## config.mk

```make
export PLATFORM = sky130hd
export DESIGN_NAME = rwrl_ctrl
export DESIGN_NICKNAME = d
export VERILOG_FILES = /design/src/rtl/rwrl_pkg.sv /design/src/rtl/rwrl_ctrl.sv
export VERILOG_INCLUDE_DIRS = /design/src /design/src/rtl
export SDC_FILE = /design/constraint.sdc
export NUM_CORES = 1
export LEC_CHECK = 0
export ABC_AREA = 1
export ABC_CLOCK_PERIOD_IN_PS = 1950
export BUFFER_PORTS_ARGS = -buffer_cell sky130_fd_sc_hd__buf_2
export CORE_MARGIN = 1
export CORE_UTILIZATION = 54
export DETAILED_ROUTE_END_ITERATION = 10
export GPL_TIMING_DRIVEN = 0
export HOLD_SLACK_MARGIN = 0.06
export PLACE_DENSITY_LB_ADDON = 0.05
export SLEW_MARGIN = 20
export SYNTH_ARGS = -nofsm -noshare
export SYNTH_HDL_FRONTEND = slang
export SYNTH_SLANG_ARGS = --single-unit
```

## constraint.sdc

```tcl
create_clock -name clk_i -period 1.95 [get_ports clk_i]
set_input_delay 0.195 -clock clk_i [delete_from_list [all_inputs] [get_ports clk_i]]
set_output_delay 0.195 -clock clk_i [all_outputs]
set_load 0.02 [all_outputs]
```

## src/rtl/ring_weighted_residual_loglik_defines.svh

```systemverilog
// Assertion macros shared by the ring weighted residual log likelihood RTL.
// RWRL_ASSERT needs clk_i and the active low reset rst_ni in scope; RWRL_ASSERT_RST needs clk_i.
`ifndef RING_WEIGHTED_RESIDUAL_LOGLIK_DEFINES_SVH
`define RING_WEIGHTED_RESIDUAL_LOGLIK_DEFINES_SVH
`ifndef SYNTHESIS
`define RWRL_ASSERT(lbl, prop) \
  lbl: assert property (@(posedge clk_i) disable iff (!rst_ni) prop) \
    else $error("rwrl assertion failed");
`define RWRL_ASSERT_RST(lbl, prop) \
  lbl: assert property (@(posedge clk_i) prop) \
    else $error("rwrl reset assertion failed");
`else
`define RWRL_ASSERT(lbl, prop)
`define RWRL_ASSERT_RST(lbl, prop)
`endif
`endif

```

## src/rtl/rwrl_pkg.sv

```systemverilog
// Package of the ring weighted residual log likelihood block.
// Holds beat layout, register indexes and the controller to datapath types.
`timescale 1ns / 1ps
`default_nettype none
package rwrl_pkg;
  localparam int unsigned RWRL_MAX_RINGS = 256;

  localparam int unsigned IN_TDATA_W  = 176;
  localparam int unsigned OUT_TDATA_W = 64;

  localparam int unsigned RIDX_LSB  = 0;
  localparam int unsigned SIGMA_LSB = 8;
  localparam int unsigned COL_LSB   = 40;
  localparam int unsigned ROW_LSB   = 49;
  localparam int unsigned DRE_LSB   = 58;
  localparam int unsigned DIM_LSB   = 82;
  localparam int unsigned RRE_LSB   = 106;
  localparam int unsigned RIM_LSB   = 130;
  localparam int unsigned CTF_LSB   = 154;

  localparam logic ACT_LOAD  = 1'b0;
  localparam logic ACT_PIXEL = 1'b1;

  localparam logic CFG_LOW_CUTOFF = 1'b0;
  localparam logic CFG_MAX_RADIUS = 1'b1;

  localparam int unsigned SQRT_BITS = 9;
  localparam int unsigned DIV_BITS  = 68;
  localparam int unsigned CNT_W     = 7;

  typedef struct packed {
    logic       capture;
    logic       sqrt_step;
    logic [3:0] bit_idx;
    logic       ring_done;
    logic       square;
    logic       div_init;
    logic       div_step;
    logic       term;
    logic       finish;
  } rwrl_cmd_t;

  typedef struct packed {
    logic ring_ok;
    logic last;
    logic out_busy;
  } rwrl_sts_t;
endpackage
`default_nettype wire

```

## src/rtl/rwrl_ctrl.sv

```systemverilog
// Controller state machine of the ring weighted residual log likelihood block.
// Depends on rwrl_pkg and the assertion macro header.
`timescale 1ns / 1ps
`default_nettype none
`include "ring_weighted_residual_loglik_defines.svh"
module rwrl_ctrl (
  input  wire logic                clk_i,
  input  wire logic                rst_ni,
  input  wire logic                s_tvalid_i,
  input  wire logic                action_i,
  output logic                     s_tready_o,
  input  wire rwrl_pkg::rwrl_sts_t sts_i,
  output rwrl_pkg::rwrl_cmd_t      cmd_o
);
  import rwrl_pkg::*;

  typedef enum logic [7:0] {
    S_IDLE = 8'b0000_0001,
    S_RING = 8'b0000_0010,
    S_MUL  = 8'b0000_0100,
    S_SQR  = 8'b0000_1000,
    S_SUM  = 8'b0001_0000,
    S_DIV  = 8'b0010_0000,
    S_ACC  = 8'b0100_0000,
    S_FIN  = 8'b1000_0000
  } rwrl_state_e;

  rwrl_state_e       state_q, state_d;
  logic [CNT_W-1:0]  cnt_q, cnt_d;
  logic              capture;

  assign s_tready_o = (state_q == S_IDLE);
  assign capture    = s_tvalid_i & s_tready_o;

  always_comb begin
    state_d = state_q;
    cnt_d   = cnt_q;
    cmd_o   = '0;
    cmd_o.bit_idx = cnt_q[3:0];
    unique case (state_q)
      S_IDLE: begin
        cmd_o.capture = capture;
        if (capture && action_i == ACT_PIXEL) begin
          state_d = S_RING;
          cnt_d   = CNT_W'(SQRT_BITS - 1);
        end
      end
      S_RING: begin
        cmd_o.sqrt_step = 1'b1;
        if (cnt_q == '0) begin
          state_d = S_MUL;
        end else begin
          cnt_d = cnt_q - 1'b1;
        end
      end
      S_MUL: begin
        cmd_o.ring_done = 1'b1;
        state_d = S_SQR;
      end
      S_SQR: begin
        cmd_o.square = 1'b1;
        state_d = S_SUM;
      end
      S_SUM: begin
        cmd_o.div_init = 1'b1;
        if (sts_i.ring_ok) begin
          state_d = S_DIV;
          cnt_d   = CNT_W'(DIV_BITS - 1);
        end else begin
          state_d = S_FIN;
        end
      end
      S_DIV: begin
        cmd_o.div_step = 1'b1;
        if (cnt_q == '0) begin
          state_d = S_ACC;
        end else begin
          cnt_d = cnt_q - 1'b1;
        end
      end
      S_ACC: begin
        cmd_o.term = 1'b1;
        state_d = S_FIN;
      end
      S_FIN: begin
        if (!(sts_i.last && sts_i.out_busy)) begin
          cmd_o.finish = 1'b1;
          state_d = S_IDLE;
        end
      end
      default: begin
        state_d = S_IDLE;
      end
    endcase
  end

  always_ff @(posedge clk_i or negedge rst_ni) begin
    if (!rst_ni) begin
      state_q <= S_IDLE;
      cnt_q   <= '0;
    end else begin
      state_q <= state_d;
      cnt_q   <= cnt_d;
    end
  end

  `RWRL_ASSERT(a_pixel_starts_ring, (capture && action_i) |=> (state_q == S_RING))
  `RWRL_ASSERT(a_div_count_range, (state_q == S_DIV) |-> (cnt_q <= CNT_W'(DIV_BITS - 1)))
  `RWRL_ASSERT_RST(a_idle_in_reset, !rst_ni |=> (state_q == S_IDLE))
endmodule
`default_nettype wire

```

==> flow_metrics.py, run 1 <==
metrics = {
    "power_and_ir_drop": {
        "power.share.clock": 0.103,
        "switching_power_uw": 996,
        "p_int_uw": 930,
        "p_comb_frac": 0.625,
        "swShare": 0.517,
        "pwr_density_cell_nw_per_um2": 1510,
        "leakagePower_nw": 0.755,
        "vdd_drop_max_mv": 1.06,
        "seq_power_share": 0.272,
    },
    "drt": {
        "routed_wirelength_mm": 2.31,
        "drtIter0Drc": 11,
        "ant_nets": 0,
        "wl_per_cell_um": 11.3,
        "drc_errors": 0,
        "firstDrtPassIters": 4,
        "vias": 1015,
        "via_per_inst": 4.95,
    },
    "floorplanning": {
        "ios": 20,
        "start_util": 0.571,
        "num_rows": 16,
        "die-area_um2": 2240,
        "core_um2": 1940,
        "die_w_um": 47.3,
        "die_h_um": 47.3,
    },
    "layout": {
        "antenna_cells": 0,
        "fillCellCount": 211,
        "drive_gt1_frac": 0.281,
        "synthToLayoutAreaGrowth_pct": 14.9,
        "final_cells": 205,
        "nNetsFinal": 187,
        "postLayoutCoreUtil": 0.656,
    },
    "setup_path": {
        "worstSetupEndpointType": "output port",
        "reg2reg_setup_slack_ps": 410,
        "crit_path_max_fanout": 5,
        "critPathLaunchType": "register",
        "rr_startpoint": "state_q[0]",
        "crit_start": "state_q[0]",
        "arrival_ps": 1590,
        "worstReg2RegEnd": "cnt_q[0]",
        "rr_worst_depth": 7,
        "cp.required_ps": 1750,
        "criticalPathCategory": "reg2out",
        "crit_end": "cmd_o[11]",
    },
    "clock_tree": {
        "clk_pin_slew_ps": 90,
        "clock-root-buffer": "clkbuf_4",
        "htreeDepth": 1,
        "post_cts_buffers": 0,
        "cts_buffer_depth": 2,
        "cts_tree": "done",
        "cts_sinks": 15,
        "cts_inserted_buffers": 3,
        "clock_latency_ps": 300,
    },
    "synthesis": {
        "ys_warn_count": 0,
        "synth_edf_count": 0,
        "synth_area_um2": 1110,
        "synthesis.nets": 162,
        "async_flop_share": 1.00,
        "ys_seq_elements": 15,
        "syn-instance-count": 154,
        "seq_area_frac_synth": 0.340,
        "synth_commonest_cells": "nand2_1 (44), nor2_1 (22), inv_1 (19)",
        "synth_top_area_share": 0.316,
        "synth.avg_cell_area_um2": 7.20,
        "synthDistinctLibCells": 23,
        "yosysTopAreaCell": "dfrtp_1",
        "synth_top_flop_cell": "dfrtp_1",
        "synth_most_common_cell": "nand2_1",
        "netlist_top_cells_area": "dfrtp_1 (32%), nand2_1 (15%), nor2_1 (7.4%)",
    },
    "timing": {
        "finalSetupTns_ps": 0,
        "slew_violations": 0,
        "setup_viol": 0,
        "fin_skew_ps": 9.25,
        "fin_crit_ps": 1780,
        "rsz0062_at_grt": "no",
        "finalHoldViolCount": 0,
        "max_freq_mhz": 561,
        "slew_headroom": 0.763,
        "worstMarginPinSlew_ps": 356,
        "setup_slack_ps": 168,
        "whs_ps": 209,
        "period_share": 0.914,
    },
    "grt": {
        "grt_overflow_total": 0,
        "grt_usage": 0.232,
        "grt_max_degree": 16,
        "grt_pass1_vias": 834,
        "antenna_found_initial": 0,
        "grt_pass1_wl_mm": 3.58,
    },
    "placed_design": {
        "io_buffer_count": 19,
        "dp_slack_ps": 410,
        "gp_congestion": 0.751,
        "detailed_place_hpwl_mm": 1.77,
        "placed_cells": 200,
    },
    "run_status": {
        "status": "finished, final reports clean",
    },
    "worst_hold_path": {
        "min_path_type": "in2reg",
    },
    "job": {
        "maxCapViolCount": 0,
    },
}
[area by class of cell]
| cell class | instances | area (µm²) | share of cell area |
|---|---|---|---|
| clock buffer | 4 | 26.3 | 0.0206 |
| timing repair buffer | 20 | 105 | 0.0825 |
| multi-input combinational | 112 | 613 | 0.481 |
| sequential | 15 | 377 | 0.296 |
| tap | 27 | 33.8 | 0.0265 |
| buffer | 4 | 30.0 | 0.0236 |
| inverter | 23 | 88.8 | 0.0697 |
[power by group through the flow]
stage / clock network, mW / registers [mW] / logic (mW)
after global routing: 0.203 / 0.540 / 1.35
final: 0.198 / 0.524 / 1.20
after global placement: 0 / 0.524 / 1.17
after detailed placement: 0 / 0.530 / 1.20
after CTS: 0.197 / 0.524 / 1.21
after floorplan: 0 / 0.507 / 0.980
[kinds of logic after synthesis]
kind of cell / after synthesis / share of synthesized area
simple gates: 104 / 0.486
buf+inv: 27 / 0.107
fa+ha+maj: 1 / 0.0113
compound gates: 3 / 0.0237
xor+xnor: 4 / 0.0316
flops: 15 / 0.340
[worst max-delay path: stages (launching register included)]
cell and delay (ps):
dfstp_2 590, nand2_1 60, nor2_1 170, nand2_1 170
nor2_1 130, buf_2 170
[sequential cells by signal, summed over array words and instances (netlist names)]
name     count
state_q      8
cnt_q        7
[per-stage QoR]
stage / area, µm² / power, mW
6_report: 1270 / 1.93
5_1_grt: 1270 / 2.09
4_1_cts: 1270 / 1.93
3_5_place_dp: 1240 / 1.73
3_3_place_gp: 1240 / 1.70
2_1_floorplan: 1110 / 1.49
[how the worst min path moves through the flow]
stage	slack [ps]	from	end	cells after the start
floorplan	-100	rst_ni	cnt_q[0]	0
global placement	120	rst_ni	state_q[5]	1
detailed placement	120	rst_ni	state_q[5]	1
CTS	220	sts_i[2]	state_q[7]	4
global route	240	sts_i[2]	state_q[5]	3
finish	210	action_i	state_q[0]	4
[timing repair]
action                                  in CTS  in global routing
hold buffers                                 1                  0
endpoints found under the hold margin       14                  0
endpoints found under the setup margin       0                  0
gates resized for setup                      0                  0
[per-layer routing]
metal | track usage | share of wire | vias up
li1 | - | - | 526
met1 | 0.324 | 0.47 | 456
met2 | 0.353 | 0.47 | 28
met3 | 0.0346 | 0.038 | 5
met4 | 0.103 | 0.023 | 0
met5 | 0 | 0 | -
[cells in the final DEF, fill, tap and decap left out, types with 3 or more instances in the layout]
master    count
dfrtp_1      14
nor2_1       22
nand2_4       4
buf_2        19
clkbuf_4      3
buf_4         4
nand2_1      44
nand3_1      15
nor2_4        6
nand3_2       3
nand4_1       4
inv_1        19
inv_2         3
Power figures use the tool's default switching activity.
==> run 2, diff against run 1 <==
- ABC_AREA: 1 -> 0
- CORE_UTILIZATION: 54 -> 57
- CTS_BUF_LIST: unset -> sky130_fd_sc_hd__clkbuf_8
- PLACE_DENSITY: unset -> 0.9
- PLACE_DENSITY_LB_ADDON: 0.05 -> unset
==> flow_metrics.py, run 2 <==
metrics = {
    "placed_design": {
        "gp_congestion": 0.855,
        "io_buffer_count": 19,
        "placed_cells": 168,
        "dpl-instance-area_um2": 1220,
        "dp_slack_ps": -122,
        "detailed_place_hpwl_mm": 1.85,
    },
    "layout": {
        "layout_commonest_cell": "buf_4",
        "nNetsFinal": 176,
        "most-common-layout-cells": "buf_4 (26), buf_2 (16), nor2_1 (13), nand2_1 (12), dfrtp_1 (11)",
        "largest_reg_flops": 8,
        "drive_gt1_frac": 0.551,
        "top_register": "state_q",
        "final_cells": 192,
        "reg_top3": "state_q x8, cnt_q x7",
        "design_area_um2": 1630,
        "synthToLayoutAreaGrowth_pct": 51.2,
        "antenna_cells": 0,
    },
    "synthesis": {
        "synth_top_area_share": 0.324,
        "seq_area_frac_synth": 0.349,
        "synth_area_um2": 1080,
        "synth.avg_cell_area_um2": 8.71,
        "yosysTopAreaCell": "dfrtp_1",
        "synth_commonest_cells": "dfrtp_1 (14), nand2_1 (14), nor2_1 (14)",
        "synthesis.nets": 132,
        "ys_warn_count": 0,
        "async_flop_share": 1.00,
        "synthDistinctLibCells": 43,
        "synth_top_flop_cell": "dfrtp_1",
        "ys_seq_elements": 15,
        "netlist_top_cells_area": "dfrtp_1 (32%), nand2_1 (4.9%), nor2_1 (4.9%)",
        "synth_edf_count": 0,
        "syn-instance-count": 124,
    },
    "clock_tree": {
        "htreeDepth": 1,
        "clk_pin_slew_ps": 60,
        "clock_latency_ps": 260,
        "cts_sinks": 15,
        "clock-root-buffer": "clkbuf_8",
        "cts_tree": "done",
        "cts_buffer_depth": 2,
        "cts_inserted_buffers": 3,
    },
    "job": {
        "maxCapViolCount": 0,
    },
    "grt": {
        "grt_overflow_total": 0,
        "grt_pass1_vias": 1054,
        "grt_max_degree": 16,
        "grt_pass1_wl_mm": 4.97,
        "antenna_found_initial": 0,
        "grt_usage": 0.345,
    },
    "drt": {
        "drc_errors": 0,
        "routed_wirelength_mm": 4.49,
        "vias": 1297,
        "firstDrtPassIters": 5,
        "via_per_inst": 6.76,
        "drtIter0Drc": 131,
        "ant_nets": 0,
        "wl_per_cell_um": 23.4,
    },
    "floorplanning": {
        "core_um2": 1750,
        "num_rows": 15,
        "die-area_um2": 2070,
        "ios": 20,
        "die_h_um": 45.5,
        "start_util": 0.619,
        "die_w_um": 45.5,
    },
    "worst_hold_path": {
        "min_path_type": "in2reg",
    },
    "timing": {
        "slew_headroom": 0.636,
        "period_share": 1.06,
        "setup_viol": 13,
        "fin_skew_ps": 3.63,
        "finalHoldViolCount": 0,
        "worstMarginPinSlew_ps": 542,
        "slew_violations": 0,
        "rsz0062_at_grt": "yes",
        "setup_slack_ps": -110,
        "max_freq_mhz": 486,
        "fin_crit_ps": 2060,
        "finalSetupTns_ps": -586,
    },
    "setup_path": {
        "criticalPathCategory": "reg2out",
        "critPathLaunchType": "register",
        "arrival_ps": 1860,
        "crit_path_max_fanout": 9,
        "worstSetupEndpointType": "output port",
        "cp.required_ps": 1750,
    },
    "power_and_ir_drop": {
        "leakagePower_nw": 0.747,
        "vdd_drop_max_mv": 1.19,
        "pwr_density_cell_nw_per_um2": 1560,
    },
    "run_status": {
        "violations": "negative setup slack",
        "status": "finished with violations",
    },
}
-- run 2: what timing repair did --
| action | 4_1_cts | 5_1_grt |
|---|---|---|
| gates resized for setup | 14 | 37 |
| buffers inserted | 8 | 15 |
| hold endpoints to repair | 14 | 0 |
| setup endpoints to repair | 19 | 20 |
| hold buffers | 1 | 0 |
| pin swaps | 5 | 16 |
-- run 2: cell families after synthesis --
kind of cell               share of synthesized area
xor gates and xnor gates                      0.0162
DFF                                            0.349
buffers and inverters                          0.114
adders and majority gates                     0.0116
and+or+nand+nor                                0.345
AOI/OAI and AO/OA                              0.165
-- run 2: critical path: stages, from the launching register on --
cell and delay, ps:
dfrtp_1 380, buf_6 160, nor4_4 410, nand2_2 170, nor3_1 260, buf_2 230
-- run 2: layout make-up --
| type | count | area (µm²) |
|---|---|---|
| Multi-Input combinational cell | 90 | 766 |
| Sequential cell | 15 | 380 |
| Timing Repair Buffer | 43 | 309 |
| Fill cell | 49 | 113 |
| Buffer | 8 | 75.1 |
| Clock buffer | 3 | 41.3 |
| Tap cell | 25 | 31.3 |
| Inverter | 7 | 26.3 |
| Clock inverter | 1 | 3.75 |
-- run 2: through the flow --
stage / hold WS [ps] / utilization / total power, mW
detailed placement: 117 / 0.699 / 1.55
global route: 257 / 0.935 / 2.64
floorplan: -101 / - / 1.34
finish: 240 / 0.935 / 2.55
CTS: 219 / 0.797 / 1.98
global placement: 111 / 0.699 / 1.52
-- run 2: where the power goes --
| group | internal [mW] | switching, mW |
|---|---|---|
| Combinational | 0.780 | 1.01 |
| Clock | 0.140 | 0.118 |
| Sequential | 0.402 | 0.109 |
-- run 2: worst paths after layout --
check | slack (ps) | cells after the start | start | end
setup / recovery | -110 | 5 | state_q[1] | cmd_o[4]
hold / removal | 240 | 2 | sts_i[2] | state_q[7]
setup reg to reg | -110 | 7 | state_q[1] | state_q[0]
hold reg to reg | 570 | 1 | state_q[2] | state_q[4]
max in group asynchronous | 1240 | 2 | rst_ni | state_q[0]
min in group asynchronous | 410 | 2 | rst_ni | state_q[6]
-- run 2: layer usage --
metal,global-route usage,wire [µm],up-vias
li1,-,-,529
met1,0.456,1560,601
met2,0.517,2140,131
met3,0.0833,504,36
met4,0.188,284,0
met5,0,0,-
